$ cat src/hw/rtl/dad_pkg.sv
// Shared types, constants and calendar functions of the date adder.
package dad_pkg;

    localparam int YEAR_BITS  = 16;
    localparam int YEAR_W     = YEAR_BITS + 1;
    localparam int DAY_W      = 18;
    localparam int OFF_W      = 17;
    localparam int MONTH_W    = 4;
    localparam int MDAY_W     = 5;
    localparam int YMOD_W     = 9;
    localparam int MOD_BASE   = 400;
    localparam int FIRST_YEAR = 1582;

    // Year / 400 as (year >> 4) / 25, the divide by 25 by reciprocal multiply.
    localparam int     MOD_SHIFT   = 4;
    localparam int     RECIP_SHIFT = YEAR_BITS + 1;
    localparam int     RECIP_W     = YEAR_BITS - 3;
    localparam longint RECIP_25    = ((longint'(1) << RECIP_SHIFT) + 24) / 25;
    localparam int     PROD_W      = YEAR_BITS - MOD_SHIFT + RECIP_W;
    localparam int     QUOT_W      = YEAR_BITS - 8;

    localparam logic [MONTH_W-1:0] MON_JAN = 4'd1;
    localparam logic [MONTH_W-1:0] MON_FEB = 4'd2;
    localparam logic [MONTH_W-1:0] MON_APR = 4'd4;
    localparam logic [MONTH_W-1:0] MON_JUN = 4'd6;
    localparam logic [MONTH_W-1:0] MON_SEP = 4'd9;
    localparam logic [MONTH_W-1:0] MON_NOV = 4'd11;
    localparam logic [MONTH_W-1:0] MON_DEC = 4'd12;

    localparam logic [YMOD_W-1:0] YMOD_100  = 9'd100;
    localparam logic [YMOD_W-1:0] YMOD_200  = 9'd200;
    localparam logic [YMOD_W-1:0] YMOD_300  = 9'd300;
    localparam logic [YMOD_W-1:0] YMOD_LAST = 9'd399;

    typedef enum logic [1:0] {
        ST_OK        = 2'd0,
        ST_BAD_INPUT = 2'd1,
        ST_TOO_EARLY = 2'd2,
        ST_OVERFLOW  = 2'd3
    } t_status;

    typedef enum logic [2:0] {
        S_IDLE,
        S_MOD,
        S_CHECK,
        S_WALK,
        S_DONE
    } t_state;

    typedef struct packed {
        logic                move;
        logic [YEAR_W-1:0]   year;
        logic [MONTH_W-1:0]  month;
        logic [DAY_W-1:0]    day;
        logic [YMOD_W-1:0]   ymod;
    } t_step;

    // Leap rule applied to the year modulo 400.
    function automatic logic is_leap(input logic [YMOD_W-1:0] ymod);
        return (ymod[1:0] == 2'b00) && (ymod != YMOD_100) &&
               (ymod != YMOD_200) && (ymod != YMOD_300);
    endfunction

    function automatic logic [MDAY_W-1:0] month_len(input logic [MONTH_W-1:0] m,
                                                    input logic leap);
        logic [MDAY_W-1:0] len;
        unique case (m) inside
            MON_APR, MON_JUN, MON_SEP, MON_NOV: len = 5'd30;
            MON_FEB:                            len = leap ? 5'd29 : 5'd28;
            default:                            len = 5'd31;
        endcase
        return len;
    endfunction

endpackage

$ cat src/hw/rtl/dad_if.sv
// Valid/ready channel interfaces for the date adder's input and result.
interface dad_in_if;
    logic                              valid;
    logic                              ready;
    logic [dad_pkg::YEAR_BITS-1:0]     start_year;
    logic [dad_pkg::MONTH_W-1:0]       start_month;
    logic [dad_pkg::MDAY_W-1:0]        start_day;
    logic signed [dad_pkg::OFF_W-1:0]  day_offset;

    modport source (output valid, start_year, start_month, start_day, day_offset,
                    input ready);
    modport sink   (input valid, start_year, start_month, start_day, day_offset,
                    output ready);
endinterface

interface dad_out_if;
    logic                          valid;
    logic                          ready;
    logic [dad_pkg::YEAR_BITS-1:0] result_year;
    logic [dad_pkg::MONTH_W-1:0]   result_month;
    logic [dad_pkg::MDAY_W-1:0]    result_day;
    logic [1:0]                    status;

    modport source (output valid, result_year, result_month, result_day, status,
                    input ready);
    modport sink   (input valid, result_year, result_month, result_day, status,
                    output ready);
endinterface

$ cat src/hw/rtl/dad_mod400.sv
// Year modulo 400: shift, reciprocal multiply, subtract; quotient and remainder registered.
module dad_mod400 (
    input  logic                          i_clk,
    input  logic                          i_rst_n,
    input  logic                          i_start,
    input  logic [dad_pkg::YEAR_BITS-1:0] i_year,
    output logic                          o_done,
    output logic [dad_pkg::YMOD_W-1:0]    o_rem
);

    logic [dad_pkg::YEAR_BITS-1:0] r_year;
    logic [dad_pkg::QUOT_W-1:0]    r_quot;
    logic [dad_pkg::YMOD_W-1:0]    r_rem;
    logic                          r_quot_en;
    logic                          r_rem_en;
    logic                          r_done;
    logic [dad_pkg::PROD_W-1:0]    w_prod;
    logic [dad_pkg::YEAR_BITS-1:0] w_diff;

    // quotient by 16 with a shift, then by 25 with a reciprocal multiply
    assign w_prod = dad_pkg::PROD_W'(r_year[dad_pkg::YEAR_BITS-1:dad_pkg::MOD_SHIFT]) *
                    dad_pkg::PROD_W'(dad_pkg::RECIP_25);
    assign w_diff = r_year - (dad_pkg::YEAR_BITS'(r_quot) *
                              dad_pkg::YEAR_BITS'(dad_pkg::MOD_BASE));

    always_ff @(posedge i_clk) begin
        if (!i_rst_n) begin
            r_quot_en <= 1'b0;
            r_rem_en  <= 1'b0;
            r_done    <= 1'b0;
        end else begin
            r_quot_en <= i_start;
            r_rem_en  <= r_quot_en;
            r_done    <= r_rem_en;
        end
    end

    always_ff @(posedge i_clk) begin
        if (i_start) begin
            r_year <= i_year;
        end
        if (r_quot_en) begin
            r_quot <= w_prod[dad_pkg::PROD_W-1:dad_pkg::RECIP_SHIFT];
        end
        if (r_rem_en) begin
            r_rem <= w_diff[dad_pkg::YMOD_W-1:0];
        end
    end

    assign o_done = r_done;
    assign o_rem  = r_rem;

endmodule

$ cat src/hw/rtl/dad_step.sv
// One month step of the calendar walk, forward or backward.
module dad_step (
    input  logic [dad_pkg::YEAR_W-1:0]  i_year,
    input  logic [dad_pkg::MONTH_W-1:0] i_month,
    input  logic [dad_pkg::DAY_W-1:0]   i_day,
    input  logic [dad_pkg::YMOD_W-1:0]  i_ymod,
    output dad_pkg::t_step              o_step
);

    logic [dad_pkg::MDAY_W-1:0]  w_len_cur;
    logic [dad_pkg::MDAY_W-1:0]  w_len_prev;
    logic                        w_fwd;
    logic                        w_bwd;
    logic [dad_pkg::MONTH_W-1:0] w_prev_month;
    logic [dad_pkg::YEAR_W-1:0]  w_prev_year;
    logic [dad_pkg::YMOD_W-1:0]  w_prev_ymod;

    assign w_len_cur = dad_pkg::month_len(i_month, dad_pkg::is_leap(i_ymod));
    assign w_fwd = $signed(i_day) > $signed({{(dad_pkg::DAY_W-dad_pkg::MDAY_W){1'b0}},
                                             w_len_cur});
    assign w_bwd = i_day[dad_pkg::DAY_W-1] || (i_day == '0);

    always_comb begin
        if (i_month == dad_pkg::MON_JAN) begin
            w_prev_month = dad_pkg::MON_DEC;
            w_prev_year  = i_year - 1'b1;
            w_prev_ymod  = (i_ymod == '0) ? dad_pkg::YMOD_LAST : i_ymod - 1'b1;
        end else begin
            w_prev_month = i_month - 1'b1;
            w_prev_year  = i_year;
            w_prev_ymod  = i_ymod;
        end
    end

    assign w_len_prev = dad_pkg::month_len(w_prev_month, dad_pkg::is_leap(w_prev_ymod));

    always_comb begin
        o_step.move  = w_fwd || w_bwd;
        o_step.year  = i_year;
        o_step.month = i_month;
        o_step.day   = i_day;
        o_step.ymod  = i_ymod;
        if (w_fwd) begin
            o_step.day = i_day - {{(dad_pkg::DAY_W-dad_pkg::MDAY_W){1'b0}}, w_len_cur};
            if (i_month == dad_pkg::MON_DEC) begin
                o_step.month = dad_pkg::MON_JAN;
                o_step.year  = i_year + 1'b1;
                o_step.ymod  = (i_ymod == dad_pkg::YMOD_LAST) ? '0 : i_ymod + 1'b1;
            end else begin
                o_step.month = i_month + 1'b1;
            end
        end else if (w_bwd) begin
            o_step.month = w_prev_month;
            o_step.year  = w_prev_year;
            o_step.ymod  = w_prev_ymod;
            o_step.day   = i_day + {{(dad_pkg::DAY_W-dad_pkg::MDAY_W){1'b0}}, w_len_prev};
        end
    end

endmodule

$ cat src/hw/rtl/date_add_days.sv
// Top level of the Gregorian date adder: sequencer, walk registers and result register.
//
// The block takes a Gregorian date and a signed day offset and returns the
// date that lies that many days away, with a status code: ok, invalid start
// date (year before 1582, month outside 1..12, day outside its month), result
// before 1582, or result year beyond the year field. On any error the date
// fields read zero. One item is handled at a time: after a transfer in, the
// input is not ready until the result has been transferred out, and it is
// ready again the cycle after that transfer. The remainder unit first reduces
// the year modulo 400 (a shift, a reciprocal multiply and a subtract), then
// the start date is checked, then the single month-step unit crosses one
// month per walk step, and a last walk step finds the day inside its month
// and sets the result; the largest offset of 65535 days crosses roughly 2150
// months. An invalid start date skips the walk.
module date_add_days (
    input  logic     i_clk,
    input  logic     i_rst_n,
    dad_in_if.sink   i_in,
    dad_out_if.source o_out
);

    dad_pkg::t_state r_state, n_state;

    // walk registers
    logic [dad_pkg::YEAR_W-1:0]   r_year,  n_year;
    logic [dad_pkg::MONTH_W-1:0]  r_month, n_month;
    logic [dad_pkg::DAY_W-1:0]    r_day,   n_day;
    logic [dad_pkg::YMOD_W-1:0]   r_ymod,  n_ymod;
    logic [dad_pkg::OFF_W-1:0]    r_off,   n_off;

    // result register
    logic [dad_pkg::YEAR_BITS-1:0] r_res_year,  n_res_year;
    logic [dad_pkg::MONTH_W-1:0]   r_res_month, n_res_month;
    logic [dad_pkg::MDAY_W-1:0]    r_res_day,   n_res_day;
    dad_pkg::t_status              r_res_status, n_res_status;

    logic                        w_accept;
    logic                        w_mod_done;
    logic [dad_pkg::YMOD_W-1:0]  w_mod_rem;
    dad_pkg::t_step              w_step;
    logic [dad_pkg::MDAY_W-1:0]  w_start_len;
    logic                        w_bad;

    assign i_in.ready = (r_state == dad_pkg::S_IDLE);
    assign w_accept   = i_in.valid && i_in.ready;

    // Year modulo 400 drives the leap rule for the whole walk.
    dad_mod400 u_mod400 (
        .i_clk   (i_clk),
        .i_rst_n (i_rst_n),
        .i_start (w_accept),
        .i_year  (i_in.start_year),
        .o_done  (w_mod_done),
        .o_rem   (w_mod_rem)
    );

    // Single month-step unit, reused every cycle of the walk.
    dad_step u_step (
        .i_year  (r_year),
        .i_month (r_month),
        .i_day   (r_day),
        .i_ymod  (r_ymod),
        .o_step  (w_step)
    );

    // Start date validity: r_day still holds the start day during the check.
    assign w_start_len = dad_pkg::month_len(r_month, dad_pkg::is_leap(r_ymod));
    assign w_bad = (r_year < dad_pkg::YEAR_W'(dad_pkg::FIRST_YEAR)) ||
                   (r_month == '0) || (r_month > dad_pkg::MON_DEC) ||
                   (r_day == '0) ||
                   (r_day > {{(dad_pkg::DAY_W-dad_pkg::MDAY_W){1'b0}}, w_start_len});

    always_ff @(posedge i_clk) begin
        if (!i_rst_n) begin
            r_state <= dad_pkg::S_IDLE;
        end else begin
            r_state <= n_state;
        end
    end

    always_ff @(posedge i_clk) begin
        r_year       <= n_year;
        r_month      <= n_month;
        r_day        <= n_day;
        r_ymod       <= n_ymod;
        r_off        <= n_off;
        r_res_year   <= n_res_year;
        r_res_month  <= n_res_month;
        r_res_day    <= n_res_day;
        r_res_status <= n_res_status;
    end

    always_comb begin
        n_state      = r_state;
        n_year       = r_year;
        n_month      = r_month;
        n_day        = r_day;
        n_ymod       = r_ymod;
        n_off        = r_off;
        n_res_year   = r_res_year;
        n_res_month  = r_res_month;
        n_res_day    = r_res_day;
        n_res_status = r_res_status;

        unique case (r_state)
            dad_pkg::S_IDLE: begin
                // capture the start date on a transfer in
                if (w_accept) begin
                    n_year  = {1'b0, i_in.start_year};
                    n_month = i_in.start_month;
                    n_day   = {{(dad_pkg::DAY_W-dad_pkg::MDAY_W){1'b0}}, i_in.start_day};
                    n_off   = i_in.day_offset;
                    n_state = dad_pkg::S_MOD;
                end
            end
            dad_pkg::S_MOD: begin
                if (w_mod_done) begin
                    n_ymod  = w_mod_rem;
                    n_state = dad_pkg::S_CHECK;
                end
            end
            dad_pkg::S_CHECK: begin
                if (w_bad) begin
                    n_res_year   = '0;
                    n_res_month  = '0;
                    n_res_day    = '0;
                    n_res_status = dad_pkg::ST_BAD_INPUT;
                    n_state      = dad_pkg::S_DONE;
                end else begin
                    // fold the offset into the day and start walking
                    n_day   = r_day + {{(dad_pkg::DAY_W-dad_pkg::OFF_W){r_off[dad_pkg::OFF_W-1]}},
                                       r_off};
                    n_state = dad_pkg::S_WALK;
                end
            end
            dad_pkg::S_WALK: begin
                if (w_step.move) begin
                    n_year  = w_step.year;
                    n_month = w_step.month;
                    n_day   = w_step.day;
                    n_ymod  = w_step.ymod;
                end else begin
                    // day lies inside the month: classify the final year
                    n_res_year   = '0;
                    n_res_month  = '0;
                    n_res_day    = '0;
                    n_state      = dad_pkg::S_DONE;
                    if (r_year < dad_pkg::YEAR_W'(dad_pkg::FIRST_YEAR)) begin
                        n_res_status = dad_pkg::ST_TOO_EARLY;
                    end else if (r_year[dad_pkg::YEAR_W-1]) begin
                        n_res_status = dad_pkg::ST_OVERFLOW;
                    end else begin
                        n_res_status = dad_pkg::ST_OK;
                        n_res_year   = r_year[dad_pkg::YEAR_BITS-1:0];
                        n_res_month  = r_month;
                        n_res_day    = r_day[dad_pkg::MDAY_W-1:0];
                    end
                end
            end
            dad_pkg::S_DONE: begin
                // hold the result until the transfer out
                if (o_out.ready) begin
                    n_state = dad_pkg::S_IDLE;
                end
            end
            default: begin
                n_state = dad_pkg::S_IDLE;
            end
        endcase
    end

    assign o_out.valid        = (r_state == dad_pkg::S_DONE);
    assign o_out.result_year  = r_res_year;
    assign o_out.result_month = r_res_month;
    assign o_out.result_day   = r_res_day;
    assign o_out.status       = r_res_status;

    // Never take an item while a result is pending.
    a_one_item: assert property (@(posedge i_clk) disable iff (!i_rst_n)
        i_in.ready |-> !o_out.valid)
        else $error("input ready while result pending");

    // Error results carry an all-zero date.
    a_err_zero: assert property (@(posedge i_clk) disable iff (!i_rst_n)
        (o_out.valid && (o_out.status != dad_pkg::ST_OK)) |->
        ((o_out.result_year == '0) && (o_out.result_month == '0) &&
         (o_out.result_day == '0)))
        else $error("error result with non-zero date");

    // A good result is a real calendar position.
    a_ok_range: assert property (@(posedge i_clk) disable iff (!i_rst_n)
        (o_out.valid && (o_out.status == dad_pkg::ST_OK)) |->
        ((o_out.result_month >= dad_pkg::MON_JAN) &&
         (o_out.result_month <= dad_pkg::MON_DEC) && (o_out.result_day != '0)))
        else $error("ok result outside calendar range");

    // The year residue stays below 400 throughout the walk.
    a_ymod_range: assert property (@(posedge i_clk) disable iff (!i_rst_n)
        (r_state == dad_pkg::S_WALK) |-> (r_ymod <= dad_pkg::YMOD_LAST))
        else $error("year residue out of range");

    // The walk only ends once the day lies inside its month.
    a_walk_end: assert property (@(posedge i_clk) disable iff (!i_rst_n)
        ((r_state == dad_pkg::S_WALK) && (n_state == dad_pkg::S_DONE)) |->
        (!r_day[dad_pkg::DAY_W-1] && (r_day != '0)))
        else $error("walk ended with day outside month");

endmodule
$ cat src/flat_wrapper.sv
// flat-port wrapper written by rule: the top's interface ports become plain ports
module date_add_days_flat 
  (i_clk, i_rst_n, i_in_valid, i_in_start_year, i_in_start_month, i_in_start_day, i_in_day_offset, i_in_ready, o_out_valid, o_out_result_year, o_out_result_month, o_out_result_day, o_out_status, o_out_ready);
  dad_in_if i_in_i ();
  dad_out_if o_out_i ();
  input  logic i_clk;
  input  logic i_rst_n;
  input wire logic [$bits(i_in_i.valid)-1:0] i_in_valid;
  input wire logic [$bits(i_in_i.start_year)-1:0] i_in_start_year;
  input wire logic [$bits(i_in_i.start_month)-1:0] i_in_start_month;
  input wire logic [$bits(i_in_i.start_day)-1:0] i_in_start_day;
  input wire logic [$bits(i_in_i.day_offset)-1:0] i_in_day_offset;
  output wire logic [$bits(i_in_i.ready)-1:0] i_in_ready;
  output wire logic [$bits(o_out_i.valid)-1:0] o_out_valid;
  output wire logic [$bits(o_out_i.result_year)-1:0] o_out_result_year;
  output wire logic [$bits(o_out_i.result_month)-1:0] o_out_result_month;
  output wire logic [$bits(o_out_i.result_day)-1:0] o_out_result_day;
  output wire logic [$bits(o_out_i.status)-1:0] o_out_status;
  input wire logic [$bits(o_out_i.ready)-1:0] o_out_ready;
  assign i_in_i.valid = i_in_valid;
  assign i_in_i.start_year = i_in_start_year;
  assign i_in_i.start_month = i_in_start_month;
  assign i_in_i.start_day = i_in_start_day;
  assign i_in_i.day_offset = i_in_day_offset;
  assign i_in_ready = i_in_i.ready;
  assign o_out_valid = o_out_i.valid;
  assign o_out_result_year = o_out_i.result_year;
  assign o_out_result_month = o_out_i.result_month;
  assign o_out_result_day = o_out_i.result_day;
  assign o_out_status = o_out_i.status;
  assign o_out_i.ready = o_out_ready;
  date_add_days u_core (.i_clk(i_clk), .i_rst_n(i_rst_n), .i_in(i_in_i), .o_out(o_out_i));
endmodule
$ cat config.mk
export PLATFORM = sky130hd
export DESIGN_NAME = date_add_days_flat
export DESIGN_NICKNAME = d
export VERILOG_FILES = /design/src/hw/rtl/dad_pkg.sv /design/src/hw/rtl/dad_if.sv /design/src/hw/rtl/dad_mod400.sv /design/src/hw/rtl/dad_step.sv /design/src/hw/rtl/date_add_days.sv /design/src/flat_wrapper.sv
export SDC_FILE = /design/constraint.sdc
export NUM_CORES = 1
export LEC_CHECK = 0
export BUFFER_PORTS_ARGS = -buffer_cell sky130_fd_sc_hd__clkbuf_2
export CORE_MARGIN = 2
export CORE_UTILIZATION = 35
export DETAILED_ROUTE_END_ITERATION = 8
export SYNTH_ARGS = -nofsm -noshare
export SYNTH_HDL_FRONTEND = slang
export SYNTH_SLANG_ARGS = --single-unit
$ cat constraint.sdc
create_clock -name i_clk -period 6.9 [get_ports i_clk]
set_input_delay 0.345 -clock i_clk [delete_from_list [all_inputs] [get_ports i_clk]]
set_output_delay 0.345 -clock i_clk [all_outputs]
set_load 0.02 [all_outputs]
==> impl_metrics.csv <==
group,metric,value,unit
layout,diodes,0,
clock_network,clock_sinks,128,
sta,finalWorstSetupSlack,1.26,ns
setup_path,r2r-end,"u_core.r_year[15]",
setup_path,critPathMaxFanout,21,
job,maxCapViolCount,0,
layout,final_cell_area,0.0118,sq mm
global_routing,track_usage,17.2,%
clock_network,clk_pin_slew,0.06,ns
logic_synthesis,muxShareOfSynthArea,0.670,%
routing,drt_wl_total,25700,um
setup_path,cp-end-kind,"register",
pwr,p_leak,4.99,nW
logic_synthesis,synth-simple-area-share,14.1,%
pwr,pwr_density_cell,330,mW/mm^2
pwr,seqPwrFrac,28.3,%
placement,hpwlAfterDp,19600,um
global_routing,grt_max_degree,69,
pwr,power_frac_clock,22.7,%
layout,final_cell_count_no_fill,1485,
pwr,power,3.89,mW
placement,place_congestion,0.870,
clock_network,insertion_delay,0.43,ns
logic_synthesis,netlist_top_cells_count,"ha_1, edfxtp_1, inv_1",
floorplanning,die_w,177,um
routing,drt_iter0_markers,447,
layout,nets,1301,
logic_synthesis,synth_top_family_by_area,"adder cells",
global_routing,grt_pass1_wl,41600,um
clock_network,cts-root-buf,"clkbuf_16",
logic_synthesis,syn-cell-area,0.0105,sq mm
routing,drt_first_pass_iters,5,
pwr,comb_power_share,49.0,%
logic_synthesis,synthFlopType,"edfxtp_1",
pwr,p_switching,1.52,mW
setup_path,critPathLaunch,"u_core.r_ymod[4]",
setup_path,crit_type,"reg -> reg",
clock_network,clock_path_buffers,2,
logic_synthesis,synth_top_cell_area_share,35.0,%
clock_network,htreeDepth,4,
logic_synthesis,syn-instance-count,1012,
logic_synthesis,seq_area_frac_synth,36.2,%
layout,syn2layout_area_growth,13.0,%
logic_synthesis,synth_top_area_cell,"edfxtp_1",
setup_path,crit_arrival,5.93,ns
logic_synthesis,ys.warnings.count,0,
sta,relSlewSlack,17.7,%
global_routing,grt_pass1_vias,7706,
logic_synthesis,synth-adder-area-share,24.3,%
logic_synthesis,synthDistinctLibCells,72,
sta,worst_slew_pin_slew,1.22,ns
logic_synthesis,synth_most_common_cell,"ha_1",
pwr,irDropWorstVdd,0.000203,V
floorplanning,coreArea,0.0296,sq mm
placement,dpl_worst_slack,1.28,ns
sta,rsz0062_at_grt,"false",
sta,finClkSkew,0.0101,ns
logic_synthesis,synth-compound-area-share,13.8,%
floorplanning,die_y,177,um
logic_synthesis,synthArstFlopShare,0,%
logic_synthesis,syn-mean-instance-area,10.3,sq um
routing,ant_nets,0,
setup_path,ff2ff_path_depth,20,
floorplanning,start_util,35.4,%
logic_synthesis,synth_nets,1231,
run_status,status,"complete, no violations",
placement,placedInstanceArea,0.0112,sq mm
logic_synthesis,synth_edf_count,122,
floorplanning,pin_count,75,
setup_path,r2r_start,"u_core.r_ymod[4]",
clock_network,cts_resized,0,
setup_path,start_kind,"register",
floorplanning,row_count,63,
logic_synthesis,synth_seq_cells,128,
setup_path,endpoint,"u_core.r_year[15]",
floorplanning,dieArea,0.0313,sq mm
clock_network,numCtsBuffers,17,
min_path,worstHoldPathType,"in -> reg",
layout,layout-drive-gt1-share,12.1,%
sta,finalWorstPathRequiredPeriod,5.64,ns
logic_synthesis,synthTopCellsByArea,"edfxtp_1, ha_1, fa_1",
clock_network,post_cts_buffers,0,
sta,setup_violations,0,
setup_path,r2r_slack,1.26,ns
routing,drc,0,
pwr,intPower,2.37,mW
pwr,p_sw_share,39.1,%
routing,vias,7751,
global_routing,grt_antenna_before_repair,1,
layout,fillers,2899,
placement,dp_cells,1453,
setup_path,cp.required,7.19,ns
logic_synthesis,synthXorXnorAreaFrac,5.61,%
clock_network,holdBufCountCts,0,
clock_network,cts_tree,"done",
global_routing,overflow,0,
sta,max_freq,177,MHz
routing,post_drt_wl_per_cell,17.3,um
sta,hold_violations,0,
placement,port_buffers,74,
sta,finalMaxSlewViolations,0,
routing,via_per_inst,5.22,
sta,fin_setup_tns,0,ns
sta,min_period_over_period,81.7,%
==> flip-flops by register name (all words and copies together), names as in the netlist, 9 cells and up <==
| signal | cells |
|---|---|
| u_core.r_day | 18 |
| u_core.r_off | 17 |
| u_core.r_year | 17 |
| u_core.o_out.result_year | 16 |
| u_core.u_mod400.r_year | 16 |
| u_core.r_ymod | 9 |
| u_core.u_mod400.o_rem | 9 |
==> stage by stage <==
stage | hold WS [ns] | utilization (%)
2_1_floorplan | 0.400 | -
3_3_place_gp | 0.402 | 38.0
3_5_place_dp | 0.406 | 38.0
4_1_cts | 0.0739 | 40.0
5_1_grt | 0.0729 | 40.0
6_report | 0.0943 | 40.0
==> power groups by stage <==
stage / combinational [mW] / clock (mW) / sequential [mW]
after floorplan: 1.48 / 0 / 1.08
after global placement: 1.86 / 0 / 1.12
after detailed placement: 1.92 / 0 / 1.12
after CTS: 1.93 / 0.900 / 1.10
after global routing: 2.23 / 0.933 / 1.12
final: 1.91 / 0.884 / 1.10
==> layer usage <==
layer / track usage [%] / part of all wire, %
met2: 26.1 / 43
met5: 0 / 0.039
met1: 24.9 / 50
met3: 3.50 / 5.0
met4: 4.37 / 1.2
==> cells in the final DEF, fill, tap and decap left out, drive strengths merged, types with 25 or more instances in the layout <==
cell type | synthesis | layout
xnor2 | 42 | 42
edfxtp | 122 | 122
ha | 123 | 123
o21ai | 58 | 58
a21oi | 53 | 53
nand2 | 69 | 69
nor3 | 27 | 27
and2 | 26 | 26
clkbuf | 24 | 93
fa | 50 | 50
nor2 | 48 | 48
xor2 | 25 | 25
inv | 104 | 106
==> cell type report <==
type                    instances  area [sq um]  share of cell area [%]
multi-input cells             744          6120                    51.8
flip-flops and latches        128          3780                    32.0
well taps                     390           488                    4.13
repair buffers                 86           460                    3.90
clock buffers                  19           433                    3.66
inverters                     105           395                    3.35
clock inverters                13           140                    1.19
==> how the worst min path moves through the flow <==
| stage | startpoint | depth (start not counted) | slack, ns | to |
|---|---|---|---|---|
| 3_5_place_dp | u_core.u_mod400.r_year[3] | 0 | 0.41 | u_core.u_mod400.o_rem[3] |
| 6_report | i_in_day_offset[11] | 1 | 0.09 | u_core.r_off[11] |
| 4_1_cts | i_in_day_offset[9] | 1 | 0.07 | u_core.r_off[9] |
| 3_3_place_gp | u_core.u_mod400.r_year[3] | 0 | 0.40 | u_core.u_mod400.o_rem[3] |
| 2_1_floorplan | u_core.u_mod400.r_year[0] | 0 | 0.40 | u_core.u_mod400.o_rem[0] |
| 5_1_grt | i_in_day_offset[9] | 1 | 0.07 | u_core.r_off[9] |
==> critical path: stages (launching register included) <==
cell and delay [ns]:
edfxtp_1 0.50, nor2_1 0.25, nand2_1 0.11, o41ai_1 0.33, a21oi_1 0.08, o21ai_0 0.14
o21ai_0 0.12, ha_1 0.23, fa_1 0.45, a211o_1 0.32, a31oi_4 0.14, buf_4 0.29
clkinv_2 0.20, ha_1 0.39, o21ai_0 0.14, nor4_1 0.38, nor4bb_1 0.14, o31ai_1 0.43
a21oi_1 0.14, or4b_2 0.62, nand3_1 0.09
==> logic make-up (layout without fill, tap and decap cells) <==
group / after synthesis / after routing
adder cells (fa/ha/maj): 173 / 173
XOR/XNOR: 67 / 67
buffers and inverters: 140 / 223
multiplexers: 7 / 7
AND/OR/NAND/NOR: 273 / 273
AO/OA/AOI/OAI: 224 / 224
flip-flops: 128 / 128
No activity file was read; power rests on OpenSTA's default activity.
